==> config.mk <==
export PLATFORM = sky130hd
export DESIGN_NAME = inversion_table_to_permutation_top
export DESIGN_NICKNAME = d
export VERILOG_FILES = /design/src/itp_pkg.sv /design/src/inversion_table_to_permutation_top.sv /design/src/itp_pick.sv
export SDC_FILE = /design/constraint.sdc
export NUM_CORES = 1
export LEC_CHECK = 0
export BUFFER_PORTS_ARGS = -buffer_cell sky130_fd_sc_hd__buf_2
export CAP_MARGIN = 10
export CORE_UTILIZATION = 45
export CTS_BUF_LIST = sky130_fd_sc_hd__clkbuf_2 sky130_fd_sc_hd__clkbuf_4 sky130_fd_sc_hd__clkbuf_8
export CTS_CLUSTER_DIAMETER = 50
export DETAILED_ROUTE_END_ITERATION = 7
export PLACE_DENSITY_LB_ADDON = 0.25
export SYNTH_ARGS = -nofsm -noshare
export SYNTH_HDL_FRONTEND = slang
export SYNTH_HIERARCHICAL = 1
export SYNTH_SLANG_ARGS = --single-unit
==> constraint.sdc <==
create_clock -name i_clk -period 23.5 [get_ports i_clk]
set_input_delay 0 -clock i_clk [delete_from_list [all_inputs] [get_ports i_clk]]
set_output_delay 0 -clock i_clk [all_outputs]
set_load 0.02 [all_outputs]
==> src/itp_pkg.sv <==
package itp_pkg;

    localparam int ITP_MAX_ITEMS = 64;
    localparam int CNT_W         = 6;   // smaller_before
    localparam int VAL_W         = 7;   // perm_value
    localparam int CHUNK_W       = 8;   // mask bits examined per pick cycle
    localparam int SEL_W         = 3;   // bit index within a chunk
    localparam int ZCNT_W        = 4;   // zero count of a chunk, 0..8

    typedef struct packed {
        logic              hit;     // wanted free value lies in this chunk
        logic [SEL_W-1:0]  sel;     // its bit position in the chunk
        logic [ZCNT_W-1:0] zeros;   // free values in the chunk
    } t_pick_res;

endpackage

==> src/inversion_table_to_permutation_top.sv <==
// Channel  Dir  Handshake          Payload
// -------  ---  -----------------  ------------------------------------------
// input    in   i_valid / o_ready  i_smaller_before[5:0], i_final_item
// output   out  o_valid / i_ready  o_perm_value[6:0], o_impossible, o_run_end
//
// Loading takes one item per cycle. After the final item, each position goes
// through fetch and check, then the pick state for each 8-bit chunk of the used
// mask scanned by the shared rank-select unit (at most ceil(n/8)); each result
// then takes a value store read and the output register. Impossible runs give one
// result. o_ready is high only while loading; a stalled output holds the
// sequencer. Reset is synchronous, active low, and clears control state only.
module inversion_table_to_permutation_top #(
    parameter int MAX_ITEMS = itp_pkg::ITP_MAX_ITEMS
) (
    input  logic                      i_clk,
    input  logic                      i_rst_n,
    input  logic                      i_valid,
    output logic                      o_ready,
    input  logic [itp_pkg::CNT_W-1:0] i_smaller_before,
    input  logic                      i_final_item,
    output logic                      o_valid,
    input  logic                      i_ready,
    output logic [itp_pkg::VAL_W-1:0] o_perm_value,
    output logic                      o_impossible,
    output logic                      o_run_end
);
    import itp_pkg::*;

    localparam int AW = (MAX_ITEMS > 1) ? $clog2(MAX_ITEMS) : 1;
    localparam int LW = $clog2(MAX_ITEMS + 1);
    localparam int CH = (MAX_ITEMS + CHUNK_W - 1) / CHUNK_W;
    localparam int CW = (CH > 1) ? $clog2(CH) : 1;
    localparam int MW = CH * CHUNK_W;

    typedef enum logic [6:0] {
        S_LOAD  = 7'b0000001,
        S_FETCH = 7'b0000010,
        S_CHECK = 7'b0000100,
        S_PICK  = 7'b0001000,
        S_EREAD = 7'b0010000,
        S_EOUT  = 7'b0100000,
        S_EFAIL = 7'b1000000
    } t_state;

    t_state            r_state;
    logic [LW-1:0]     r_loaded;
    logic              r_ovf;
    logic [AW-1:0]     r_pos;
    logic [AW-1:0]     r_last;
    logic [MW-1:0]     r_used;
    logic [CNT_W-1:0]  r_rank;
    logic [CW-1:0]     r_chunk;
    logic [CNT_W-1:0]  r_cnt_rd;
    logic [VAL_W-1:0]  r_val_rd;
    logic              r_ovalid;
    logic [VAL_W-1:0]  r_oval;
    logic              r_oimp;
    logic              r_oend;

    logic [CNT_W-1:0]  count_store [MAX_ITEMS];
    logic [VAL_W-1:0]  value_store [MAX_ITEMS];

    t_pick_res         pick;
    logic              in_xfer;
    logic              store_ok;
    logic              out_free;
    logic              out_load;
    logic [VAL_W-1:0]  n_val;

    assign o_ready  = (r_state == S_LOAD);
    assign in_xfer  = i_valid && o_ready;
    assign store_ok = (r_loaded < LW'(MAX_ITEMS));
    assign out_free = !r_ovalid || i_ready;
    assign out_load = out_free && ((r_state == S_EOUT) || (r_state == S_EFAIL));
    assign n_val    = VAL_W'({r_chunk, pick.sel}) + VAL_W'(1);

    itp_pick u_pick (
        .i_used (r_used[r_chunk*CHUNK_W +: CHUNK_W]),
        .i_rank (r_rank),
        .o_res  (pick)
    );

    always_ff @(posedge i_clk) begin
        if (in_xfer && store_ok) begin
            count_store[r_loaded[AW-1:0]] <= i_smaller_before;
        end
        if (r_state == S_FETCH) begin
            r_cnt_rd <= count_store[r_pos];
        end
    end

    always_ff @(posedge i_clk) begin
        if ((r_state == S_PICK) && pick.hit) begin
            value_store[r_pos] <= n_val;
        end
        if (r_state == S_EREAD) begin
            r_val_rd <= value_store[r_pos];
        end
    end

    always_ff @(posedge i_clk) begin
        if (!i_rst_n) begin
            r_state  <= S_LOAD;
            r_loaded <= '0;
            r_ovf    <= 1'b0;
            r_ovalid <= 1'b0;
        end else begin
            if (out_load) begin
                r_ovalid <= 1'b1;
            end else if (i_ready) begin
                r_ovalid <= 1'b0;
            end
            case (r_state)
                S_LOAD: begin
                    if (in_xfer) begin
                        if (i_final_item) begin
                            r_loaded <= '0;
                            r_ovf    <= 1'b0;
                            if (r_ovf || !store_ok) begin
                                r_state <= S_EFAIL;
                            end else begin
                                r_pos   <= r_loaded[AW-1:0];
                                r_last  <= r_loaded[AW-1:0];
                                r_used  <= '0;
                                r_state <= S_FETCH;
                            end
                        end else if (store_ok) begin
                            r_loaded <= r_loaded + LW'(1);
                        end else begin
                            r_ovf <= 1'b1;
                        end
                    end
                end
                S_FETCH: begin
                    r_state <= S_CHECK;
                end
                S_CHECK: begin
                    // free values left among 1..n equal pos+1
                    if (VAL_W'(r_cnt_rd) > VAL_W'(r_pos)) begin
                        r_state <= S_EFAIL;
                    end else begin
                        r_rank  <= r_cnt_rd;
                        r_chunk <= '0;
                        r_state <= S_PICK;
                    end
                end
                S_PICK: begin
                    if (pick.hit) begin
                        r_used <= r_used | (MW'(1) << {r_chunk, pick.sel});
                        if (r_pos == '0) begin
                            r_state <= S_EREAD;
                        end else begin
                            r_pos   <= r_pos - AW'(1);
                            r_state <= S_FETCH;
                        end
                    end else begin
                        r_rank  <= r_rank - CNT_W'(pick.zeros);
                        r_chunk <= r_chunk + CW'(1);
                    end
                end
                S_EREAD: begin
                    r_state <= S_EOUT;
                end
                S_EOUT: begin
                    if (out_free) begin
                        r_oval   <= r_val_rd;
                        r_oimp   <= 1'b0;
                        r_oend   <= (r_pos == r_last);
                        if (r_pos == r_last) begin
                            r_state <= S_LOAD;
                        end else begin
                            r_pos   <= r_pos + AW'(1);
                            r_state <= S_EREAD;
                        end
                    end
                end
                S_EFAIL: begin
                    if (out_free) begin
                        r_oval   <= '0;
                        r_oimp   <= 1'b1;
                        r_oend   <= 1'b1;
                        r_state  <= S_LOAD;
                    end
                end
                default: begin
                    r_state <= S_LOAD;
                end
            endcase
        end
    end

    assign o_valid      = r_ovalid;
    assign o_perm_value = r_oval;
    assign o_impossible = r_oimp;
    assign o_run_end    = r_oend;

`ifndef SYNTHESIS
    a_imp_shape: assert property (@(posedge i_clk) disable iff (!i_rst_n)
        (o_valid && o_impossible) |-> (o_perm_value == '0 && o_run_end))
        else $error("impossible result with nonzero value or no run end");

    // a held result may belong to the previous run, so check against the max length
    a_val_range: assert property (@(posedge i_clk) disable iff (!i_rst_n)
        (o_valid && !o_impossible) |->
            (o_perm_value != '0 && o_perm_value <= VAL_W'(MAX_ITEMS)))
        else $error("decoded value outside 1..n");

    a_chunk_bound: assert property (@(posedge i_clk) disable iff (!i_rst_n)
        (r_state == S_PICK) |-> (32'(r_chunk) < CH))
        else $error("rank select ran past the used mask");

    a_run_clear: assert property (@(posedge i_clk) disable iff (!i_rst_n)
        (in_xfer && i_final_item) |=> (r_loaded == '0 && !r_ovf))
        else $error("load count not cleared at run end");
`endif

endmodule

==> src/itp_pick.sv <==
// Rank select over one chunk of the used mask: finds the rank-th clear bit,
// or reports how many clear bits the chunk holds so the caller can skip it.
module itp_pick (
    input  logic [itp_pkg::CHUNK_W-1:0] i_used,
    input  logic [itp_pkg::CNT_W-1:0]   i_rank,
    output itp_pkg::t_pick_res          o_res
);
    import itp_pkg::*;

    always_comb begin
        logic [ZCNT_W-1:0] seen;
        logic              found;
        logic [SEL_W-1:0]  sel;
        seen  = '0;
        found = 1'b0;
        sel   = '0;
        for (int j = 0; j < CHUNK_W; j++) begin
            if (!i_used[j]) begin
                if (!found && (CNT_W'(seen) == i_rank)) begin
                    found = 1'b1;
                    sel   = SEL_W'(j);
                end
                seen = seen + ZCNT_W'(1);
            end
        end
        o_res.hit   = found;
        o_res.sel   = sel;
        o_res.zeros = seen;
    end

endmodule

==> flow_results.org, run 1 <==
** Status
- The run finished with clean final reports.

** CTS
- Clock latency on the worst-skew pair, taken at its later pin, is around 800 ps.
- Clock Tree Root :: sky130_fd_sc_hd__clkbuf_8
- Clock Tree Buf Depth :: 3
- Cells resized by post-CTS repair :: 0
- CTS tree :: built
- # Post-CTS Setup Buffers :: 0
- Counting the buffers created by CTS gives about 160.
- Clock sink total :: approximately 960
- Clock-pin slew was measured on the worst setup and hold paths at roughly 60 ps.
- CTS Hold Bufs :: 13
- CTS HTree Levels :: 4

** Critical path
- Type of element launching the critical path :: register
- STA classifies the critical path endpoint as a register.
- Along the worst path, the maximum fanout reaches 23.
- Cell type of the slowest stage on the worst timing path :: sky130_fd_sc_hd__edfxtp_1
- STA puts the critical path data arrival time at 9040 ps.
- The setup path with the least slack is of type register to register.
- Most used cell, CP :: sky130_fd_sc_hd__ha_1
- The number of cells on the worst reg-to-reg path is 25.
- For this run, the slowest stage of the critical path takes between 1000 and 1500 ps.
- Start of the worst register-to-register path :: r_chunk[1]
- Across all register-to-register paths, the minimum setup slack is 14,880 ps.
- Worst endpoint required time :: between 20,000 and 25,000 ps
- Top Family by Delay on Critical Path :: simple AND/OR/NAND/NOR gates
- Worst r2r dst :: value_store[60][4]
- Counting both buffers and inverters, the worst setup path holds a total of 2.

** Timing
- At the pin with the least slew margin, the transition time is between 1000 and 1500 ps.
- Across the routed clock network, the largest skew measured is around 45 ps.
- The max-slew violation total from the final report is 0.
- Total negative slack :: 0 ps
- Based on the critical path, the design can be clocked at up to 116 MHz.
- Part of the cycle the worst path needs :: 0.367
- Setup repair after global routing missed its margin :: no
- Final number of hold-violating endpoints :: 0
- Headroom to the max-slew limit came out at 0.165.
- Setup violations remaining at the end of the flow were counted as 0.
- Final period demand of the worst path :: roughly 8600 ps

** Cells and area
- After routing the design area is approximately 0.045 sq mm.
- Layout cells sized above 1 :: 0.195
- Total of fill cells in the finished design :: approximately 7,200
- Compared with the post-synthesis result, the final layout area differs by 11.4%.
- Nets :: 2,682

** Die
- The die is between 300 and 400 microns wide.
- Effective utilization at floorplan :: 0.454
- Pin placement for this block handled 22 I/O pins.
- Row cnt :: around 110
- Die ar. :: approximately 0.090 sq mm
- In this run the vertical extent of the chip is around 300 microns.
- Floorplan core area :: approximately 0.09 sq mm

** Power
- Overall power consumption after layout is estimated at roughly 4.5 mW.
- Power density over the cells :: around 100 mW/mm^2
- Peak supply drop :: approximately 0.076 mV
- Leakage power summed over all cells :: approximately 14 nW

** Detailed routing
- Count of TritonRoute iterations in the first routing pass :: 8
- Via count :: 24,200
- Vias/cell :: around 6.2
- DR iter-0 viols :: between 2,000 and 3,000
- Dividing the detail-routed wire length by the instance count gives 28.7 microns.
- Routed Wire Length :: 113 mm
- Residual DRC count :: 0
- In this run the remaining antenna-violating nets after routing total 0.

** Logic synthesis
- The Yosys step of the flow raised 6 warnings.
- Main combinational cell family by area after synthesis :: multiplexers
- Mean post-synth cell area :: roughly 16 sq um
- Number of enable flip-flop cells after synthesis :: around 940
- Seq/Total Area, Yosys :: 0.712
- Counting flops and latches in the post-synthesis netlist gives 955.
- Counting every instance in the synthesized netlist gives around 2,600.
- Synth Flop Type :: sky130_fd_sc_hd__edfxtp_1
- Synthesized-area fraction occupied by and/or/nand/nor cells :: 0.0658
- The complex-gate fraction of the synthesized area is 0.0869.
- The number of nets handed over by synthesis was approximately 2,600.
- Of the total synthesized cell area, the portion taken by XOR and XNOR cells is 0.0146.
- The synthesized netlist contains 85 unique library cells.
- Of the post-synthesis cell area, the part taken by muxes is 0.0887.
- Adder-cell area share of the yosys netlist :: 0.0101
- Proportion of register bits with asynchronous set or reset after synthesis :: 0
- Post-Syn Area :: ~0.040 sq mm

** Min path
- The startpoint identified for the worst hold timing path is i_rst_n.
- The path with the worst hold slack has its endpoint at r_state[0].
- The worst hold path was traced through 3 stages.
- The worst hold path belongs to the class input port to register.

** Placed design
- Placer congestion estimate :: about 0.88
- Port Buffers :: 21
- Area post-placement :: between 0.04 and 0.05 sq mm
- DPL Wire Length :: a little under 70 mm

** GRT
- Vias in the first global route :: around 24,000
- Number of antenna violations at the first check in global routing :: 2
- GRT Total Usage :: 0.251
- Maximum number of pins on one net before global-route repair :: slightly below 90
- Global route total overflow :: 0
- Global-route wire length before repair :: roughly 160 mm

** Flow run
- Number of violations of the max-capacitance limit :: 0
routing by layer:
| layer | part of all wire | routed length, microns | vias to the layer above | track usage |
|---|---|---|---|---|
| met5 | 0 | 0 | - | 0 |
| met4 | 0.032 | 3560 | 0 | 0.0878 |
| met3 | 0.10 | 11800 | 230 | 0.0642 |
| met2 | 0.47 | 53000 | 1383 | 0.396 |
| met1 | 0.39 | 44500 | 12300 | 0.338 |
| li1 | - | - | 10300 | - |
synthesized netlist by cell type (25+ instances only):
cell type | instances | area, sq um
sky130_fd_sc_hd__nor2_1 | 289 | 1080
sky130_fd_sc_hd__mux4_2 | 83 | 1870
sky130_fd_sc_hd__and2_1 | 25 | 156
sky130_fd_sc_hd__mux2i_1 | 75 | 751
sky130_fd_sc_hd__clkbuf_1 | 86 | 323
sky130_fd_sc_hd__o22ai_1 | 36 | 225
sky130_fd_sc_hd__xnor2_1 | 31 | 272
sky130_fd_sc_hd__inv_1 | 30 | 113
sky130_fd_sc_hd__a21oi_1 | 149 | 746
sky130_fd_sc_hd__o21ai_0 | 68 | 340
sky130_fd_sc_hd__a22oi_1 | 60 | 450
sky130_fd_sc_hd__buf_2 | 49 | 245
sky130_fd_sc_hd__edfxtp_1 | 939 | 28200
sky130_fd_sc_hd__nand2_1 | 63 | 236
sky130_fd_sc_hd__nor3_1 | 30 | 150
sky130_fd_sc_hd__ha_1 | 29 | 363
sky130_fd_sc_hd__nor2b_1 | 25 | 156
sky130_fd_sc_hd__a221oi_1 | 87 | 762
sky130_fd_sc_hd__mux2_2 | 83 | 935
sky130_fd_sc_hd__nand3_1 | 38 | 190
final cells by class:
| class | count | area, sq um | share of cell area |
|---|---|---|---|
| tap | 1165 | 1460 | 0.0327 |
| sequential | 955 | 28500 | 0.639 |
| clock inverter | 80 | 532 | 0.0119 |
| clock buffer | 201 | 2510 | 0.0563 |
| timing repair buffer | 92 | 687 | 0.0154 |
| multi-input combinational | 1398 | 10800 | 0.241 |
| inverter | 35 | 131 | 0.00294 |
| antenna | 3 | 7.51 | 0.000168 |
through the flow:
step / worst slack, ps / cells / utilization / hold slack, ps
after detailed placement: 15050 / 3631 / 0.469 / 382
final: 14880 / 3929 / 0.506 / 193
after global routing: 14370 / 3928 / 0.506 / 202
after floorplan: 12640 / 2552 / - / 98.9
after CTS: 14990 / 3925 / 0.505 / 142
after global placement: 15470 / 3631 / 0.469 / 384
worst max path at each step:
stage / to / slack, ps / cells after the start / from
floorplan: r_used[0] / 12640 / 28 / r_chunk[0]
global placement: value_store[44][0] / 15470 / 25 / r_chunk[1]
detailed placement: value_store[60][4] / 15050 / 25 / r_chunk[1]
CTS: value_store[60][4] / 14990 / 25 / r_chunk[1]
global route: value_store[44][3] / 14370 / 25 / r_chunk[1]
finish: value_store[60][4] / 14880 / 25 / r_chunk[1]
sequential cells by signal, indices dropped and copies added, names as in the netlist:
| register | flops |
|---|---|
| o_perm_value | 7 |
| r_val_rd | 7 |
| r_state | 7 |
| o_impossible | 1 |
| count_store | 384 |
| r_loaded | 7 |
| o_run_end | 1 |
| r_chunk | 3 |
| r_pos | 6 |
| value_store | 448 |
| r_cnt_rd | 6 |
| o_valid | 1 |
| r_last | 6 |
| r_rank | 6 |
| r_used | 64 |
| r_ovf | 1 |
power breakdown:
group | internal (mW) | switching (mW)
Combinational | 0.391 | 0.700
Clock | 0.758 | 0.670
Sequential | 1.95 | 0.0290
Total | 3.10 | 1.40
cells in the final DEF (no fill, tap or decap), drive strengths merged, types with 10 or more instances in the layout:
cell type | Yosys | final
o22ai | 36 | 36
a221o | 14 | 14
and2 | 26 | 26
a221oi | 88 | 88
nor2b | 25 | 25
xor2 | 19 | 19
a22oi | 60 | 60
nor3 | 30 | 30
and3 | 12 | 12
edfxtp | 939 | 939
dlygate4sd3 | 0 | 13
a22o | 12 | 12
nand3 | 38 | 38
nand2 | 64 | 64
clkbuf | 86 | 201
mux2i | 75 | 75
a21oi | 149 | 149
mux4 | 83 | 83
a211oi | 10 | 10
xnor2 | 33 | 33
o21ai | 70 | 70
mux2 | 83 | 83
a31oi | 12 | 12
clkinv | 2 | 65
or4 | 12 | 12
dfxtp | 16 | 16
buf | 78 | 79
ha | 29 | 29
nor2 | 289 | 289
inv | 33 | 39
nand2b | 16 | 16
worst register-to-register path, delay by kind of cell (launching register included):
family	cells	cell delay, ps
XOR/XNOR	2	380
AO/OA/AOI/OAI	4	970
multiplexers	2	750
buffers and inverters	2	160
flip-flops	1	1090
AND/OR/NAND/NOR	10	3350
adder cells (fa/ha/maj)	5	1530
cell families after synthesis:
family | Yosys count
flops | 955
simple gates | 557
compound gates | 513
mux | 241
buf+inv | 199
xor+xnor | 56
fa+ha+maj | 31
(Power assumes the default switching activity.)
==> run 2, diff against run 1 <==
==> constraint.sdc (replaced) <==
create_clock -name i_clk -period 7.05 [get_ports i_clk]
set_input_delay 0 -clock i_clk [delete_from_list [all_inputs] [get_ports i_clk]]
set_output_delay 0 -clock i_clk [all_outputs]
set_load 0.02 [all_outputs]
==> run 2 against run 1 <==
Net effect:
- clock-buffer cell count is 8 higher
- critical path depth is 2 higher
- worst hold slack worse by 93 ps
- worst setup slack worse by 15000 ps
- clock skew is 11 ps lower
- die area stayed put
- sequential share of layout area is 1.3 points lower
- combinational power grew to 3.4 times the previous value
- first-iteration DRC count is 6.4% lower
- flip-flop and latch count stayed put
- non-clock buffer count is 88 higher
- critical path type unchanged
==> flow_results.org, run 2 (synthesis results as in run 1) <==
** GRT
- The first global-routing pass estimated approximately 160 mm of wire.
- Maximum number of pins on one net before global-route repair :: 103
- The number of antenna violations at the first check in global routing came to 3.
- For this run, the total global-route usage over all layers was measured as 0.242.
- Vias in the first global route :: 23,900
- Global route total overflow :: 0

** Cells and area
- Final std cells w/o fill :: ~4,000
- Final design instance area without fill :: approximately 0.046 sq mm
- Commonest non-fill, non-tap cells in the layout :: 939 x sky130_fd_sc_hd__edfxtp_1, 284 x sky130_fd_sc_hd__nor2_1, 161 x sky130_fd_sc_hd__clkbuf_8, 148 x sky130_fd_sc_hd__a21oi_1, 137 x sky130_fd_sc_hd__buf_4
- The net count of the finished layout is ~2,800.
- Of the cells placed in the final design, the portion with a size suffix greater than 1 is 0.225.
- Counting the fill cells in the layout gives 7,094.
- In the final layout, the multi-input gates occupy ~0.011 sq mm.
- Number of flip-flops in the largest register :: approximately 450
- More flip-flops sit in one register than any other, and that register is value_store.
- The area growth from synthesis to layout is 13.7%.
- The library cell used most frequently in the layout, excluding fill and tap cells, is sky130_fd_sc_hd__edfxtp_1.
- The sequential cells in the finished layout cover a total of about 0.029 sq mm.

** Placed design
- During placement, the flow inserted port buffers numbering 21.
- Once placement completed, the tool counted placed cells totaling 3,714.
- Area post-placement :: between 0.04 and 0.05 sq mm
- DPL Wire Length :: between 60 and 70 mm
- Placer congestion estimate :: roughly 0.88
- Worst-case setup slack after placement :: -24.8 ps

** CTS
- CTS tree :: built
- Counting the buffers created by CTS gives ~160.
- Clock slew seen by the registers of the worst setup and hold paths :: ~60 ps
- The clock tree synthesis step divided the H-tree into 4 levels.
- At the later pin of the worst-skew pair, clock insertion delay measures between 800 and 900 ps.
- The tree is rooted in a sky130_fd_sc_hd__clkbuf_8.
- Clock sink total :: 955
- Clock Tree Buf Depth :: 3

** Critical path
- In this run the worst setup path begins at r_chunk[0].
- Start of the worst register-to-register path :: r_chunk[0]
- Reg-to-reg setup timing slack :: 300 ps
- The critical path is of the register to register type.
- At the worst endpoint, the required time is 7520 ps.
- CP Capture Type :: register
- R2R depth :: 27
- Arrival @ worst endpoint :: around 7200 ps
- In this run the worst path has a maximum fanout of between 60 and 70.
- STA classifies the critical path startpoint as a register.
- In this run the worst setup path terminates at r_used[10].
- Worst r2r dst :: r_used[10]

** Detailed routing
- Vias/cell :: 6.12
- Summed over all layers, the routed wires come to around 110 mm.
- In the routed design, unresolved DRC markers number 0.
- DR iter-0 viols :: 2,796
- Via count :: 24,500
- Routed wirelength normalized by instance count :: ~27 microns
- Count of TritonRoute iterations in the first routing pass :: 6
- Once detail routing completed, the nets flagged for antenna violations numbered 0.

** Timing
- Static timing analysis puts the maximum clock frequency at between 100 and 150 MHz.
- Final period demand of the worst path :: between 6000 and 7000 ps
- For the final database, setup skew stands at approximately 34 ps.
- Total negative slack :: 0 ps
- Setup repair after global routing left no endpoint under its margin.
- Dividing the final minimum period by the clock period gives 0.957.
- In this run the tightest slew margin relative to its limit is 0.189.
- Final number of hold-violating endpoints :: 0
- Total count of max-transition violations in the final report :: 0
- At the pin with the least slew margin, the transition time is between 1000 and 1500 ps.
- Once routing completed, OpenROAD measured the worst setup slack at approximately 300 ps.
- Number of setup violations in the final report :: 0

** Status
- Run status :: completed

** Die
- Effective utilization at floorplan :: 0.454
- The die is about 300 microns wide.
- Die boundary height :: ~300 microns
- The die covers about 0.090 sq mm.
- Floorplan core area :: between 0.08 and 0.09 sq mm
- Number of I/O pins :: 22
- Row cnt :: 109

** Power
- Power spread over the standard cell area amounts to between 300 and 400 mW/mm^2.
- In this run the static leakage power is between 10 and 15 nW.
- Peak supply drop :: 0.206 mV

** Min path
- The worst hold path belongs to the class input port to register.
- Counting instances, the worst hold path has a depth of 3.

** Flow run
- The tool flagged a number of max-cap violations equal to 0.
## run 2: cell types whose count changed in the layout (fill, tap and decap cells not counted), moves of 5 or more
| cell | previous run | this run |
|---|---|---|
| sky130_fd_sc_hd__buf_4 | 56 | 137 |
| sky130_fd_sc_hd__clkinv_2 | 24 | 11 |
| sky130_fd_sc_hd__buf_12 | 1 | 10 |
| sky130_fd_sc_hd__clkbuf_4 | 41 | 48 |
| sky130_fd_sc_hd__nor2b_1 | 20 | 15 |
| sky130_fd_sc_hd__nor3_2 | 7 | 2 |
## run 2: power by group
group	internal, mW	switching (mW)	leakage, nW
sequential	6.49	0.101	8.56
clock	2.60	2.19	1.61
combinational	1.37	2.39	4.68
total	10.5	4.68	14.8
## run 2: timing repair
item | CTS | global route
gates resized for setup | 2 | 10
buffers inserted | 0 | 7
endpoints found under the hold margin | 371 | 64
hold buffers | 10 | 1
endpoints found under the setup margin | 87 | 937
cloned | 0 | 0
## run 2: routing by layer
| metal | vias up | routed length [microns] | global-route usage |
|---|---|---|---|
| li1 | 10500 | - | - |
| met1 | 12500 | 44600 | 0.340 |
| met2 | 1346 | 50300 | 0.371 |
| met3 | 221 | 10600 | 0.0527 |
| met4 | 2 | 3500 | 0.0879 |
| met5 | - | 13 | 0 |
## run 2: area by class of cell
cell class                      instances  area share
Clock inverter                         67      0.0109
Tap cell                             1165      0.0320
Inverter                               35     0.00288
Antenna cell                            3    0.000165
Timing Repair Buffer                  180      0.0320
Multi-Input combinational cell       1398       0.240
Sequential cell                       955       0.626
Clock buffer                          209      0.0565
## run 2: worst min-delay path by stage
stage | from | slack [ps] | to
3_5_place_dp | i_rst_n | 350 | r_state[0]
3_3_place_gp | i_rst_n | 350 | r_state[0]
2_1_floorplan | i_smaller_before[0] | 100 | count_store[0][0]
4_1_cts | i_smaller_before[1] | 20 | count_store[47][1]
6_report | i_rst_n | 100 | r_state[0]
5_1_grt | i_rst_n | 100 | r_state[0]
## run 2: critical path: stages (launching register included)
cell	delay (ps)
sky130_fd_sc_hd__edfxtp_1	430
sky130_fd_sc_hd__buf_4	150
sky130_fd_sc_hd__mux4_2	490
sky130_fd_sc_hd__mux2_4	310
sky130_fd_sc_hd__ha_1	300
sky130_fd_sc_hd__nor2b_1	190
sky130_fd_sc_hd__nor2_2	130
sky130_fd_sc_hd__ha_1	280
sky130_fd_sc_hd__nor2b_4	150
sky130_fd_sc_hd__a31oi_2	200
sky130_fd_sc_hd__inv_1	70
sky130_fd_sc_hd__ha_1	290
sky130_fd_sc_hd__nor2_1	190
sky130_fd_sc_hd__nor2_1	120
sky130_fd_sc_hd__ha_1	320
sky130_fd_sc_hd__o22a_1	280
sky130_fd_sc_hd__ha_2	220
sky130_fd_sc_hd__nor2b_4	140
sky130_fd_sc_hd__xnor2_1	200
sky130_fd_sc_hd__xnor3_1	210
sky130_fd_sc_hd__nand3_2	120
sky130_fd_sc_hd__nor4b_2	320
sky130_fd_sc_hd__a21oi_2	90
sky130_fd_sc_hd__nand2_2	340
sky130_fd_sc_hd__a2bb2oi_2	230
sky130_fd_sc_hd__nand2_2	100
sky130_fd_sc_hd__nor3_4	160
sky130_fd_sc_hd__buf_12	310
## run 2: stage by stage
stage | hold slack (ps) | power (mW) | util
floorplan | 98.9 | 9.16 | -
global placement | 346 | 10.3 | 0.479
detailed placement | 352 | 10.4 | 0.479
CTS | 22.7 | 15.1 | 0.515
global route | 97.3 | 15.7 | 0.516
finish | 99.9 | 15.1 | 0.516
